--- src/design/cvcc_pkg.sv ---
// ----------------------------------------------------------------------------
// cvcc_pkg
// Shared types and constants for the CV/CC supply regulator.
// ----------------------------------------------------------------------------
package cvcc_pkg;

  localparam int AdcW   = 10;
  localparam int VoltW  = 11;
  localparam int DacW   = 12;
  localparam int ModeW  = 5;
  localparam int SumW   = 12;
  localparam int CfgIdxW = 2;
  localparam int CfgDataW = 11;
  localparam int DiffW  = 14;

  localparam logic [DacW-1:0]  DacMax   = 12'hFFF;
  localparam logic [DacW-1:0]  DacMin   = 12'd400;
  localparam logic [DacW-1:0]  DacReset = 12'd800;
  localparam logic [ModeW-1:0] TripHold = 5'd20;
  localparam logic [ModeW-1:0] CcHold   = 5'd10;
  localparam logic [ModeW-1:0] ModeReset = 5'd1;
  localparam logic [VoltW-1:0] VoltReset = 11'd20;
  localparam logic [AdcW-1:0]  ScLimitReset = 10'd1000;

  localparam logic signed [DiffW-1:0] StepUp     = 14'sd1;
  localparam logic signed [DiffW-1:0] StepDown   = -14'sd1;
  localparam logic signed [DiffW-1:0] StepBig    = -14'sd20;
  localparam logic signed [DiffW-1:0] BigDropLim = -14'sd200;
  localparam logic signed [DiffW-1:0] DeadLow    = -14'sd3;
  localparam logic signed [DiffW-1:0] DeadHigh   = 14'sd4;

  typedef enum logic [CfgIdxW-1:0] {
    REG_CURRENT_TARGET = 2'd0,
    REG_VOLTAGE_TARGET = 2'd1,
    REG_SC_LIMIT       = 2'd2
  } cfg_reg_t;

  // result of one control loop pass
  typedef struct packed {
    logic [DacW-1:0]  dac;
    logic [ModeW-1:0] mode;
    logic             write;
  } loop_res_t;

endpackage

--- src/design/cvcc_ifs.sv ---
// ----------------------------------------------------------------------------
// cvcc interfaces
// Valid/ready channels for ADC items in and regulator results out.
// ----------------------------------------------------------------------------
interface cvcc_in_if;
  logic                        valid;
  logic                        ready;
  logic [cvcc_pkg::AdcW-1:0]   adc_sample;

  modport source (output valid, output adc_sample, input ready);
  modport sink   (input valid, input adc_sample, output ready);
endinterface

interface cvcc_out_if;
  logic                        valid;
  logic                        ready;
  logic [cvcc_pkg::DacW-1:0]   dac_value;
  logic                        dac_write;
  logic                        current_limit_active;
  logic                        short_circuit;
  logic [cvcc_pkg::VoltW-1:0]  voltage_reading;
  logic [cvcc_pkg::AdcW-1:0]   current_reading;

  modport source (output valid, output dac_value, output dac_write,
                  output current_limit_active, output short_circuit,
                  output voltage_reading, output current_reading, input ready);
  modport sink   (input valid, input dac_value, input dac_write,
                  input current_limit_active, input short_circuit,
                  input voltage_reading, input current_reading, output ready);
endinterface

--- src/design/cvcc_loop.sv ---
// ----------------------------------------------------------------------------
// cvcc_loop
// One pass of the CV/CC control loop: mode hold, deadband, step caps, clamp.
// ----------------------------------------------------------------------------
module cvcc_loop (
  input  logic [cvcc_pkg::AdcW-1:0]  current_target,
  input  logic [cvcc_pkg::VoltW-1:0] voltage_target,
  input  logic [cvcc_pkg::AdcW-1:0]  current_measured,
  input  logic [cvcc_pkg::VoltW-1:0] voltage_filtered,
  input  logic [cvcc_pkg::DacW-1:0]  dac_setting,
  input  logic [cvcc_pkg::ModeW-1:0] mode_counter,
  output cvcc_pkg::loop_res_t        res
);
  import cvcc_pkg::*;

  logic signed [DiffW-1:0] d_cc;
  logic signed [DiffW-1:0] d_cv;
  logic signed [DiffW-1:0] d;
  logic signed [DiffW-1:0] step;
  logic signed [DiffW-1:0] sum;
  logic [ModeW-1:0]        mode;

  assign d_cc = $signed({{(DiffW-AdcW){1'b0}}, current_target})
              - $signed({{(DiffW-AdcW){1'b0}}, current_measured});
  assign d_cv = StepUp
              + $signed({{(DiffW-VoltW){1'b0}}, voltage_target})
              - $signed({{(DiffW-VoltW){1'b0}}, voltage_filtered});

  always_comb begin
    d    = d_cc;
    mode = mode_counter;
    if (d_cc < 0) begin
      // current control
      if (d_cc == StepDown) d = '0;
      mode = CcHold;
      if (voltage_filtered > voltage_target) begin
        d    = StepBig;
        mode = '0;
      end
    end else begin
      d = d_cv;
      if (mode_counter != '0) begin
        mode = mode_counter - 1'b1;
        if (d_cv > 0) d = '0;
      end
    end

    if (d > StepUp) step = StepUp;
    else if (d < BigDropLim) step = StepBig;
    else if (d < StepDown) step = StepDown;
    else step = d;

    sum = $signed({{(DiffW-DacW){1'b0}}, dac_setting}) + step;

    res.mode  = mode;
    res.write = !(d > DeadLow && d < DeadHigh);
    if (!res.write) res.dac = dac_setting;
    else if (sum > $signed({{(DiffW-DacW){1'b0}}, DacMax})) res.dac = DacMax;
    else if (sum < $signed({{(DiffW-DacW){1'b0}}, DacMin})) res.dac = DacMin;
    else res.dac = sum[DacW-1:0];
  end

endmodule

--- src/design/cv_cc_supply_dac_regulator.sv ---
// ----------------------------------------------------------------------------
// cv_cc_supply_dac_regulator
// CV/CC supply regulator: alternating ADC samples in, DAC setting out.
// ----------------------------------------------------------------------------
// Takes one ADC item per clock while the output is not stalled and returns
// one result per item. An accepted item is loaded into the input register,
// then into the result register; both hold while the output stalls. The items
// alternate voltage/current starting with voltage after reset. The regulator
// state is updated as each item leaves the input register, so every item sees
// the state left by the one before it with no stall. Configuration writes take
// effect immediately and must only be issued while no item is in flight.
module cv_cc_supply_dac_regulator (
  input  logic                          clk,
  input  logic                          rst,
  input  logic                          cfg_we,
  input  logic [cvcc_pkg::CfgIdxW-1:0]  cfg_index,
  input  logic [cvcc_pkg::CfgDataW-1:0] cfg_data,
  cvcc_in_if.sink                       in,
  cvcc_out_if.source                    out
);
  import cvcc_pkg::*;

  logic [AdcW-1:0]  current_target;
  logic [VoltW-1:0] voltage_target;
  logic [AdcW-1:0]  short_circuit_limit;

  logic             s1_valid;
  logic [AdcW-1:0]  s1_sample;
  logic             advance;

  logic             channel_bit;
  logic [1:0]       ring_position;
  logic [AdcW-1:0]  voltage_ring [4];
  logic [VoltW-1:0] voltage_filtered;
  logic [AdcW-1:0]  current_measured;
  logic [DacW-1:0]  dac_setting;
  logic [ModeW-1:0] mode_counter;

  logic [AdcW-1:0]  ring_next [4];
  logic [SumW-1:0]  ring_sum;
  logic [SumW-1:0]  avg_sum;
  logic [VoltW-1:0] voltage_filtered_next;
  logic             is_voltage;
  logic             trip;
  loop_res_t        loop_res;

  // configuration
  always_ff @(posedge clk) begin
    if (rst) begin
      current_target      <= '0;
      voltage_target      <= '0;
      short_circuit_limit <= ScLimitReset;
    end else if (cfg_we) begin
      case (cfg_index)
        REG_CURRENT_TARGET: current_target      <= cfg_data[AdcW-1:0];
        REG_VOLTAGE_TARGET: voltage_target      <= cfg_data[VoltW-1:0];
        REG_SC_LIMIT:       short_circuit_limit <= cfg_data[AdcW-1:0];
        default: ;
      endcase
    end
  end

  assign advance  = !out.valid || out.ready;
  assign in.ready = !s1_valid || advance;

  // input register
  always_ff @(posedge clk) begin
    if (rst) begin
      s1_valid <= 1'b0;
    end else if (in.ready) begin
      s1_valid <= in.valid;
    end
    if (in.ready) s1_sample <= in.adc_sample;
  end

  // voltage filter
  assign is_voltage = !channel_bit;

  always_comb begin
    for (int i = 0; i < 4; i++) begin
      ring_next[i] = (ring_position == 2'(i)) ? s1_sample : voltage_ring[i];
    end
    ring_sum = SumW'(ring_next[0]) + SumW'(ring_next[1])
             + SumW'(ring_next[2]) + SumW'(ring_next[3]);
    avg_sum  = {1'b0, ring_sum[SumW-1:1]} + SumW'(voltage_filtered);
    voltage_filtered_next = avg_sum[VoltW:1];
  end

  assign trip = !is_voltage && (s1_sample > short_circuit_limit);

  cvcc_loop u_loop (
    .current_target   (current_target),
    .voltage_target   (voltage_target),
    .current_measured (current_measured),
    .voltage_filtered (voltage_filtered_next),
    .dac_setting      (dac_setting),
    .mode_counter     (mode_counter),
    .res              (loop_res)
  );

  // state update and result register
  always_ff @(posedge clk) begin
    if (rst) begin
      out.valid        <= 1'b0;
      channel_bit      <= 1'b0;
      ring_position    <= '0;
      for (int i = 0; i < 4; i++) voltage_ring[i] <= '0;
      voltage_filtered <= VoltReset;
      current_measured <= '0;
      dac_setting      <= DacReset;
      mode_counter     <= ModeReset;
    end else if (advance) begin
      out.valid <= s1_valid;
      if (s1_valid) begin
        channel_bit <= !channel_bit;
        if (is_voltage) begin
          for (int i = 0; i < 4; i++) voltage_ring[i] <= ring_next[i];
          ring_position    <= ring_position + 2'd1;
          voltage_filtered <= voltage_filtered_next;
          dac_setting      <= loop_res.dac;
          mode_counter     <= loop_res.mode;
        end else begin
          current_measured <= s1_sample;
          if (trip) begin
            dac_setting  <= DacMin;
            mode_counter <= TripHold;
          end
        end
      end
    end
  end

  always_ff @(posedge clk) begin
    if (advance && s1_valid) begin
      if (is_voltage) begin
        out.dac_value            <= loop_res.dac;
        out.dac_write            <= loop_res.write;
        out.current_limit_active <= (loop_res.mode != '0);
        out.short_circuit        <= 1'b0;
        out.voltage_reading      <= voltage_filtered_next;
        out.current_reading      <= current_measured;
      end else begin
        out.dac_value            <= trip ? DacMin : dac_setting;
        out.dac_write            <= trip;
        out.current_limit_active <= trip || (mode_counter != '0);
        out.short_circuit        <= trip;
        out.voltage_reading      <= voltage_filtered;
        out.current_reading      <= s1_sample;
      end
    end
  end

  a_dac_range: assert property (@(posedge clk) disable iff (rst)
    out.valid |-> out.dac_value >= DacMin)
    else $error("dac_value below minimum");

  a_trip_result: assert property (@(posedge clk) disable iff (rst)
    out.valid && out.short_circuit |->
      out.dac_write && out.current_limit_active && out.dac_value == DacMin)
    else $error("short-circuit result inconsistent");

  a_mode_bound: assert property (@(posedge clk) disable iff (rst)
    mode_counter <= TripHold)
    else $error("mode counter out of range");

  a_channel_toggle: assert property (@(posedge clk) disable iff (rst)
    advance && s1_valid |=> channel_bit != $past(channel_bit))
    else $error("channel bit did not toggle on item");

  a_s1_hold: assert property (@(posedge clk) disable iff (rst)
    s1_valid && !advance |=> s1_valid && $stable(s1_sample))
    else $error("stalled input item lost");

endmodule
--- src/flat_wrapper.sv ---
// flat-port wrapper written by rule: the top's interface ports become plain ports
module cv_cc_supply_dac_regulator_flat import cvcc_pkg::*;
  (clk, rst, cfg_we, cfg_index, cfg_data, in_valid, in_adc_sample, in_ready, out_valid, out_dac_value, out_dac_write, out_current_limit_active, out_short_circuit, out_voltage_reading, out_current_reading, out_ready);
  cvcc_in_if in_i ();
  cvcc_out_if out_i ();
  input  logic clk;
  input  logic rst;
  input  logic cfg_we;
  input  logic [cvcc_pkg::CfgIdxW-1:0] cfg_index;
  input  logic [cvcc_pkg::CfgDataW-1:0] cfg_data;
  input wire logic [$bits(in_i.valid)-1:0] in_valid;
  input wire logic [$bits(in_i.adc_sample)-1:0] in_adc_sample;
  output wire logic [$bits(in_i.ready)-1:0] in_ready;
  output wire logic [$bits(out_i.valid)-1:0] out_valid;
  output wire logic [$bits(out_i.dac_value)-1:0] out_dac_value;
  output wire logic [$bits(out_i.dac_write)-1:0] out_dac_write;
  output wire logic [$bits(out_i.current_limit_active)-1:0] out_current_limit_active;
  output wire logic [$bits(out_i.short_circuit)-1:0] out_short_circuit;
  output wire logic [$bits(out_i.voltage_reading)-1:0] out_voltage_reading;
  output wire logic [$bits(out_i.current_reading)-1:0] out_current_reading;
  input wire logic [$bits(out_i.ready)-1:0] out_ready;
  assign in_i.valid = in_valid;
  assign in_i.adc_sample = in_adc_sample;
  assign in_ready = in_i.ready;
  assign out_valid = out_i.valid;
  assign out_dac_value = out_i.dac_value;
  assign out_dac_write = out_i.dac_write;
  assign out_current_limit_active = out_i.current_limit_active;
  assign out_short_circuit = out_i.short_circuit;
  assign out_voltage_reading = out_i.voltage_reading;
  assign out_current_reading = out_i.current_reading;
  assign out_i.ready = out_ready;
  cv_cc_supply_dac_regulator u_core (.clk(clk), .rst(rst), .cfg_we(cfg_we), .cfg_index(cfg_index), .cfg_data(cfg_data), .in(in_i), .out(out_i));
endmodule
--- config.mk ---
export PLATFORM = sky130hd
export DESIGN_NAME = cv_cc_supply_dac_regulator_flat
export DESIGN_NICKNAME = d
export VERILOG_FILES = /design/src/design/cvcc_pkg.sv /design/src/design/cvcc_ifs.sv /design/src/design/cvcc_loop.sv /design/src/design/cv_cc_supply_dac_regulator.sv /design/src/flat_wrapper.sv
export SDC_FILE = /design/constraint.sdc
export NUM_CORES = 1
export LEC_CHECK = 0
export BUFFER_PORTS_ARGS = -buffer_cell sky130_fd_sc_hd__buf_4
export CAP_MARGIN = 5
export CELL_PAD_IN_SITES_DETAIL_PLACEMENT = 1
export CELL_PAD_IN_SITES_GLOBAL_PLACEMENT = 1
export CORE_ASPECT_RATIO = 1.4
export CORE_UTILIZATION = 40
export CTS_CLUSTER_SIZE = 14
export DETAILED_ROUTE_END_ITERATION = 16
export HOLD_SLACK_MARGIN = 0.08
export PLACE_DENSITY_LB_ADDON = 0.05
export SYNTH_ARGS = -nofsm -noshare
export SYNTH_HDL_FRONTEND = slang
export SYNTH_SLANG_ARGS = --single-unit
--- constraint.sdc ---
create_clock -name clk -period 15 [get_ports clk]
set_input_delay 3 -clock clk [delete_from_list [all_inputs] [get_ports clk]]
set_output_delay 3 -clock clk [all_outputs]
set_load 0.1 [all_outputs]
==> results of run 1 <==
[per-layer routing]
layer	wire length, microns	global-route usage, %
met5	0	0
met1	13300	27.3
met4	1220	10.5
met2	17900	46.4
met3	673	3.30
[flip-flops by register name, indices dropped and copies added, names as in the netlist, 2 cells and up]
register and cells:
u_core.out.dac_value 12, u_core.voltage_filtered 11, u_core.voltage_target 11, u_core.voltage_ring 40, u_core.out.current_reading 10, u_core.current_target 10
u_core.short_circuit_limit 10, u_core.dac_setting 12, u_core.s1_sample 10, u_core.ring_position 2, u_core.mode_counter 5, u_core.current_measured 10
u_core.out.voltage_reading 11
[through the flow]
step | hold WS [ps] | util, % | area [sq um]
2_1_floorplan | 436 | - | 10900
3_3_place_gp | 443 | 43.8 | 11800
3_5_place_dp | 449 | 43.8 | 11800
4_1_cts | 458 | 45.9 | 12300
5_1_grt | 472 | 45.9 | 12300
6_report | 460 | 45.9 | 12300
[worst max-delay path: cells and delay by family, from the launching register on]
kind | cells | cell delay [ps]
multiplexers | 1 | 380
flip-flops | 1 | 340
buffers and inverters | 3 | 240
AND/OR/NAND/NOR | 11 | 3250
adder cells (fa/ha/maj) | 9 | 3460
XOR/XNOR | 3 | 850
AO/OA/AOI/OAI | 20 | 4280
[final cells by class]
cell class	instances	area (sq um)
clock inverter	12	125
timing repair buffer	71	533
clock buffer	20	437
multi-input combinational	853	6270
sequential	160	4060
inverter	117	439
fill	3120	14500
tap	365	457
[worst max path at each step]
stage | start | end | slack [ps] | cells past startpoint
6_report | u_core.ring_position[1] | u_core.out.dac_value[2] | 1940 | 47
5_1_grt | u_core.ring_position[0] | u_core.out.dac_value[3] | 1070 | 47
2_1_floorplan | u_core.ring_position[0] | u_core.out.dac_value[2] | 3810 | 48
3_5_place_dp | u_core.ring_position[1] | u_core.out.dac_value[3] | 2170 | 47
4_1_cts | u_core.ring_position[1] | u_core.out.dac_value[1] | 2070 | 47
3_3_place_gp | u_core.ring_position[0] | u_core.out.dac_value[2] | 2280 | 46
[cell usage in the layout (no fill, tap or decap), types with 5 or more instances in the layout]
cell type and instances:
a211oi_1 6, a21o_1 17, a21oi_1 88, a22o_1 7
a22oi_1 5, a31oi_1 8, a32o_1 6, and3_1 18
buf_4 71, clkbuf_16 17, dfxtp_1 74, edfxtp_1 86
fa_1 17, ha_1 100, inv_1 115, inv_6 5
mux2_2 16, mux2i_1 46, nand2_1 113, nand2b_1 12
nand3_1 16, nand4_1 5, nor2_1 102, nor2b_1 11
nor3_1 12, nor4_1 5, o211ai_1 10, o21a_1 15
o21ai_0 64, o21bai_1 12, o2bb2ai_1 6, o31ai_1 6
xnor2_1 30, xor2_1 22
[kinds of logic after synthesis]
family	after synthesis	share of synthesized area, %
flip-flops	160	37.3
adder cells (fa/ha/maj)	117	14.6
XOR/XNOR	54	4.58
buffers and inverters	153	5.31
AO/OA/AOI/OAI	297	18.5
multiplexers	62	5.87
AND/OR/NAND/NOR	323	13.9
==> impl_metrics.ini, run 1 <==
[run_status]
status = finished, final reports clean

[min_path]
holdCritStartpoint = u_core.current_measured[9]
hp-class = flop to flop
hold_path_depth = 2
min_to = u_core.current_measured[9]

[critical_path]
worst_path_most_repeated_cell = ha_1
cpMaxStageDelayCell = nor4_1
worst_r2r_path_depth = 47
timing.rr.start = u_core.ring_position[1]
slowest_delay_ps = 740
worst_setup_path_start_kind = flop
worstPathMaxFanout = 10
critical_path_required_ps = 15190
reg2reg_to = u_core.out.dac_value[2]
cp.arrival_ps = 13250
ff2ff_setup_slack_ps = 1940
end_kind = flop
crit_type = flop to flop

[sta]
max_freq_mhz = 76.6
maxSlewHeadroom_pct = 26.0
finalClockSkew_ps = 12.6
fin_tns_setup_ps = 0
drv_slew = 0
rsz0062_at_grt = no
tightest_slew_ps = 1100
post-route-period-util_pct = 87.1
timing.final.crit_period_ps = 13060
setup_violations = 0
finalHoldViolations = 0
setup_ws_ps = 1940

[yosys]
synth_fp_nets = 1311
netlist_instances = 1166
synth_edf_count = 86
yosys-top-cells-count = inv_1, nand2_1, nor2_1, ha_1, a21oi_1
ys_ff_latch = 160
netlist_top_cells_area = edfxtp_1, dfxtp_1, ha_1
synth_top_area_share_pct = 23.7
synth.most_common_cell = inv_1
synth-seq-area-share_pct = 37.3
synth.largest_area_cell = edfxtp_1
async_flop_share_pct = 0
synth_warnings = 0
syn_area_per_cell_sq_um = 9.35
synth-main-ff-cell = edfxtp_1
ys_types = 88
syn_area_sq_um = 10900

[place]
dp_hpwl_microns = 25700
numPortBuffers = 65
pre_cts_ws_ps = 2170
dp_cells = 1566
gp_congestion = 0.845

[cts]
cts_sinks = 160
cts-root-buf = clkbuf_16
clock_tree.buffer_depth = 2
insertion_delay_ps = 440
cts_tree = yes
numCtsBuffers = 17
cts_setup_buffers = 0
cts_resized = 0
h-tree-depth = 4
holdBufCountCts = 0
clkTransAtPathRegs_ps = 70

[grt]
grt_pass1_vias = 9040
track_usage_pct = 24.6
grt_pass1_wl_microns = 51500
grt_start_max_net_pins = 60
grt_overflow_total = 0
antenna_found_initial = 0

[final_layout]
drive_gt1_share_pct = 11.6
fin_cells = 1598
nets = 1365
areaGrowthSynthToFinish_pct = 13.0
insertedDiodeCount = 0

[floorplanning]
core_sq_um = 26800
start_util_pct = 40.6
die_h_microns = 197
io_pins = 66
fp.dieW_microns = 142
row_count = 71
die_area_sq_um = 27900

[job]
maxCapViolations = 0

[route]
drcViolationCount = 0
drt_iter0_markers = 348
viasPerCell = 5.41
dr.pass1.iters = 4
antenna_left = 0
wl_microns = 33100
vias = 8649
post_drt_wl_per_cell_microns = 20.7
Power of run 1 is not shown: default switching activity piles up to over one toggle a cycle in this logic, so the estimate is an artifact.
==> inputs of run 2 (changes only) <==
--- a/config.mk
+++ b/config.mk
@@ -10,7 +10,7 @@
 export CELL_PAD_IN_SITES_DETAIL_PLACEMENT = 1
 export CELL_PAD_IN_SITES_GLOBAL_PLACEMENT = 1
 export CORE_ASPECT_RATIO = 1.4
-export CORE_UTILIZATION = 40
+export CORE_UTILIZATION = 48
 export CTS_CLUSTER_SIZE = 14
 export DETAILED_ROUTE_END_ITERATION = 16
 export HOLD_SLACK_MARGIN = 0.08
==> impl_metrics.ini, run 2 (same netlist as run 1, synthesis figures left out) <==
[floorplanning]
start_util_pct = 49.3
die_area_sq_um = 23300
row_count = 64
die_h_microns = 180
fp.dieW_microns = 129
core_sq_um = 22100
io_pins = 66

[sta]
fin_tns_setup_ps = 0
post-route-period-util_pct = 87.9
max_freq_mhz = 75.8
setup_ws_ps = 1810
drv_slew = 0
finalClockSkew_ps = 14.1
timing.final.crit_period_ps = 13190
tightest_slew_ps = 1110
setup_violations = 0
maxSlewHeadroom_pct = 25.4
finalHoldViolations = 0
rsz0062_at_grt = no

[route]
post_drt_wl_per_cell_microns = 20.9
vias = 8890
viasPerCell = 5.81
drt_iter0_markers = 456
dr.pass1.iters = 5
wl_microns = 31900
antenna_left = 0
drcViolationCount = 0

[place]
dpl-instance-area_sq_um = 11700
gp_congestion = 0.878
pre_cts_ws_ps = 1940
numPortBuffers = 65
dp_hpwl_microns = 24300

[critical_path]
critPathBufInv = 4
slowest_delay_ps = 920
cp.arrival_ps = 13390
worstPathMaxFanout = 10
path_delay_family = compound AO/OA/AOI/OAI gates
end_kind = flop
worstSetupPathDepth = 48
worst_path_most_repeated_cell = ha_1
critical_path_required_ps = 15200
cpMaxStageDelayCell = nor4_1
crit_type = flop to flop
worst_setup_path_start_kind = flop
worst_r2r_path_depth = 48

[cts]
cts-root-buf = clkbuf_16
numCtsBuffers = 17
h-tree-depth = 4
insertion_delay_ps = 450
cts_resized = 0
holdBufCountCts = 0
cts_sinks = 160
clkTransAtPathRegs_ps = 70
clock_tree.buffer_depth = 2
cts_setup_buffers = 0
cts_tree = yes

[final_layout]
fin_area_sq_um = 12300
largest_register_ffs = 40
top_regs = u_core.voltage_ring (40), u_core.dac_setting (12), u_core.out.dac_value (12)
drive_gt1_share_pct = 11.9
layout_commonest_cell = inv_1
areaGrowthSynthToFinish_pct = 12.5
fin_util_pct = 55.5
regMostFlops = u_core.voltage_ring
insertedDiodeCount = 0
final_cell_mix = inv_1, nand2_1, nor2_1, ha_1, a21oi_1
nets = 1366
num-fill-cells = 2578

[grt]
grt_overflow_total = 0
track_usage_pct = 28.6
antenna_found_initial = 0
grt_pass1_wl_microns = 50300
grt_start_max_net_pins = 60
grt_pass1_vias = 9297

[min_path]
hold_path_depth = 2
hp-class = flop to flop

[job]
maxCapViolations = 0

[run_status]
status = finished, final reports clean
-- run 2: final timing paths --
kind | slack [ps] | start | end
max reg2reg | 1810 | u_core.ring_position[1] | u_core.out.dac_value[2]
min | 460 | u_core.current_measured[4] | u_core.current_measured[4]
max | 1810 | u_core.ring_position[1] | u_core.out.dac_value[2]
min reg2reg | 460 | u_core.current_measured[4] | u_core.current_measured[4]
-- run 2: worst min-delay path, delay by kind of cell (launching register included) --
family | cells | cell delay, ps
flip-flops | 1 | 310
AND/OR/NAND/NOR | 1 | 50
AO/OA/AOI/OAI | 1 | 50
-- run 2: layer usage --
metal	GRT usage, %	part of all wire [%]	routed length, microns
met2	54.2	54	17400
met4	9.84	2.2	706
met5	0	0	0
met1	32.4	41	13100
met3	3.27	2.2	712
-- run 2: layout make-up --
cell class                 instances  area (sq um)  area share [%]
multi-input combinational        853          6270            51.1
sequential                       160          4060            33.1
timing repair buffer              72           541            4.41
clock buffer                      21           497            4.05
inverter                         117           439            3.58
tap                              297           372            3.03
clock inverter                    11          85.1           0.694
-- run 2: through the flow --
step	hold slack [ps]	std cells
3_5_place_dp	449	1499
6_report	457	1531
4_1_cts	458	1531
3_3_place_gp	442	1499
5_1_grt	470	1531
2_1_floorplan	436	1166
Power of run 2 is left out for the same reason.
==> inputs of run 3 (changes only) <==
--- a/config.mk
+++ b/config.mk
@@ -10,11 +10,13 @@
 export CELL_PAD_IN_SITES_DETAIL_PLACEMENT = 1
 export CELL_PAD_IN_SITES_GLOBAL_PLACEMENT = 1
 export CORE_ASPECT_RATIO = 1.4
-export CORE_UTILIZATION = 48
+export CORE_UTILIZATION = 50
+export CTS_BUF_LIST = sky130_fd_sc_hd__clkbuf_8
 export CTS_CLUSTER_SIZE = 14
 export DETAILED_ROUTE_END_ITERATION = 16
 export HOLD_SLACK_MARGIN = 0.08
 export PLACE_DENSITY_LB_ADDON = 0.05
 export SYNTH_ARGS = -nofsm -noshare
 export SYNTH_HDL_FRONTEND = slang
+export SYNTH_HIERARCHICAL = 1
 export SYNTH_SLANG_ARGS = --single-unit
==> impl_metrics.ini, run 3 <==
[critical_path]
critical_path_required_ps = 15360
reg2reg_to = u_core/dac_setting[5]
cp-endpoint = u_core/dac_setting[5]
worstPathMaxFanout = 10
ff2ff_setup_slack_ps = 2540
worst_r2r_path_depth = 48
worst_setup_path_start_kind = flop
slowest_delay_ps = 650
timing.rr.start = u_core/ring_position[0]
startpoint = u_core/ring_position[0]
cp.arrival_ps = 12820
crit_type = flop to flop
end_kind = flop
worst_path_most_repeated_cell = ha_1
cpMaxStageDelayCell = fa_1

[cts]
clkTransAtPathRegs_ps = 90
numCtsBuffers = 17
holdBufCountCts = 0
h-tree-depth = 4
insertion_delay_ps = 480
cts_tree = yes
cts-root-buf = clkbuf_8
clock_tree.buffer_depth = 2
cts_setup_buffers = 0
cts_sinks = 160
cts_resized = 0

[sta]
setup_violations = 0
tightest_slew_ps = 994
finalHoldViolations = 0
max_freq_mhz = 80.2
maxSlewHeadroom_pct = 33.5
finalClockSkew_ps = 14.3
fin_tns_setup_ps = 0
post-route-period-util_pct = 83.1
drv_slew = 0
rsz0062_at_grt = no
timing.final.crit_period_ps = 12460

[yosys]
synth_xor_area_share_pct = 3.20
synth_top_family_by_area = compound AO/OA/AOI/OAI gates
synth-seq-area-share_pct = 35.4
async_flop_share_pct = 0
synth.most_common_cell = inv_1
synth_mux_area_share_pct = 7.31
synth-main-ff-cell = edfxtp_1
yosys-top-cells-count = inv_1, nor2_1, ha_1, edfxtp_1, nand2_1
syn_area_sq_um = 11500
synth_top_area_share_pct = 22.5
synthAdderAreaFrac_pct = 14.2
synth_warnings = 6
synth_edf_count = 86
syn_area_per_cell_sq_um = 9.50
ys_types = 93
ys_ff_latch = 160
netlist_instances = 1207
synth-simple-area-share_pct = 15.1
synth.largest_area_cell = edfxtp_1
synth-compound-area-share_pct = 18.9
netlist_top_cells_area = edfxtp_1, dfxtp_1, ha_1
synth_fp_nets = 1349

[route]
wl_met2_microns = 18700
dr.pass1.iters = 4
wl_met1_microns = 13600
drt_iter0_markers = 468
vias = 9434
viasPerCell = 6.01
maxUsedRoutingLayer = met4
antenna_left = 0
wl_met3_microns = 735
post_drt_wl_per_cell_microns = 22.0
drcViolationCount = 0
wl_microns = 34600

[final_layout]
layout_commonest_cell = inv_1
drive_gt1_share_pct = 15.9
top_regs = u_core/voltage_ring (40), u_core/dac_setting (12), u_core/out.dac_value (12)
final_cell_mix = inv_1, nor2_1, ha_1, edfxtp_1, nand2_1
multi_input_area_sq_um = 6740
areaGrowthSynthToFinish_pct = 10.3
regMostFlops = u_core/voltage_ring
largest_register_ffs = 40
insertedDiodeCount = 0
num-fill-cells = 2592
nets = 1399
regArea_sq_um = 4070

[grt]
grt_pass1_vias = 9893
grt_pass1_wl_microns = 53800
grt_start_max_net_pins = 67
antenna_found_initial = 0
track_usage_pct = 30.5
grt_overflow_total = 0

[floorplanning]
row_count = 65
core_sq_um = 22500
die_area_sq_um = 23600
io_pins = 66
die_h_microns = 181
start_util_pct = 50.9
fp.dieW_microns = 130

[job]
maxCapViolations = 0

[place]
gp_congestion = 0.900
numPortBuffers = 65
dp_hpwl_microns = 26200

[min_path]
hp-class = flop to flop
holdCritStartpoint = u_core/short_circuit_limit[4]
hold_path_depth = 2

[run_status]
status = finished, final reports clean
## run 3: cell types whose count changed in the layout (fill, tap and decap cells not counted), moves of 13 or more
cell / change
o21ai_0: -34
a21oi_1: -27
nor3_1: +15
inv_1: +13
mux2_2: +26
clkbuf_16: -19
and3_1: +14
nand2_1: -34
clkbuf_8: +16
## run 3: worst min-delay path by stage
| stage | to |
|---|---|
| after floorplan | u_core/short_circuit_limit[1] |
| after global placement | u_core/short_circuit_limit[4] |
| after detailed placement | u_core/short_circuit_limit[1] |
| after CTS | u_core/short_circuit_limit[2] |
| after global routing | u_core/short_circuit_limit[4] |
| final | u_core/short_circuit_limit[4] |
## run 3: kinds of logic after synthesis
kind of cell | after synthesis
flops | 160
xor+xnor | 41
simple gates | 344
compound gates | 295
mux | 78
buf+inv | 174
fa+ha+maj | 115
## run 3: stage by stage
step	cell area, sq um	cells	utilization, %	worst slack [ps]	hold WS [ps]
after detailed placement	12200	1539	54.3	2670	461
after global placement	12200	1539	54.3	3150	448
final	12600	1571	56.1	2540	489
after global routing	12600	1571	56.1	1560	500
after CTS	12600	1571	56.1	2590	489
after floorplan	11500	1207	-	3910	436
## run 3: critical path: cells and delay by family (launching register included)
family,cells,cell delay [ps]
AOI/OAI and AO/OA,20,4200
adders and majority gates,10,4090
and+or+nand+nor,11,2430
xor gates and xnor gates,3,600
muxes,1,430
DFF,1,410
buffers and inverters,3,190
## run 3: final cells by class
| class | count | share of cell area, % |
|---|---|---|
| clock buffer | 17 | 1.85 |
| inverter | 128 | 3.80 |
| clock inverter | 15 | 1.38 |
| tap | 301 | 2.98 |
| timing repair buffer | 77 | 4.57 |
| multi-input combinational | 873 | 53.3 |
| sequential | 160 | 32.1 |
## run 3: per-layer routing
layer,vias up,GRT usage (%)
li1,4457,-
met3,65,3.26
met1,4741,33.4
met5,-,0
met2,171,57.5
met4,0,14.5
Power of run 3 is left out for the same reason.
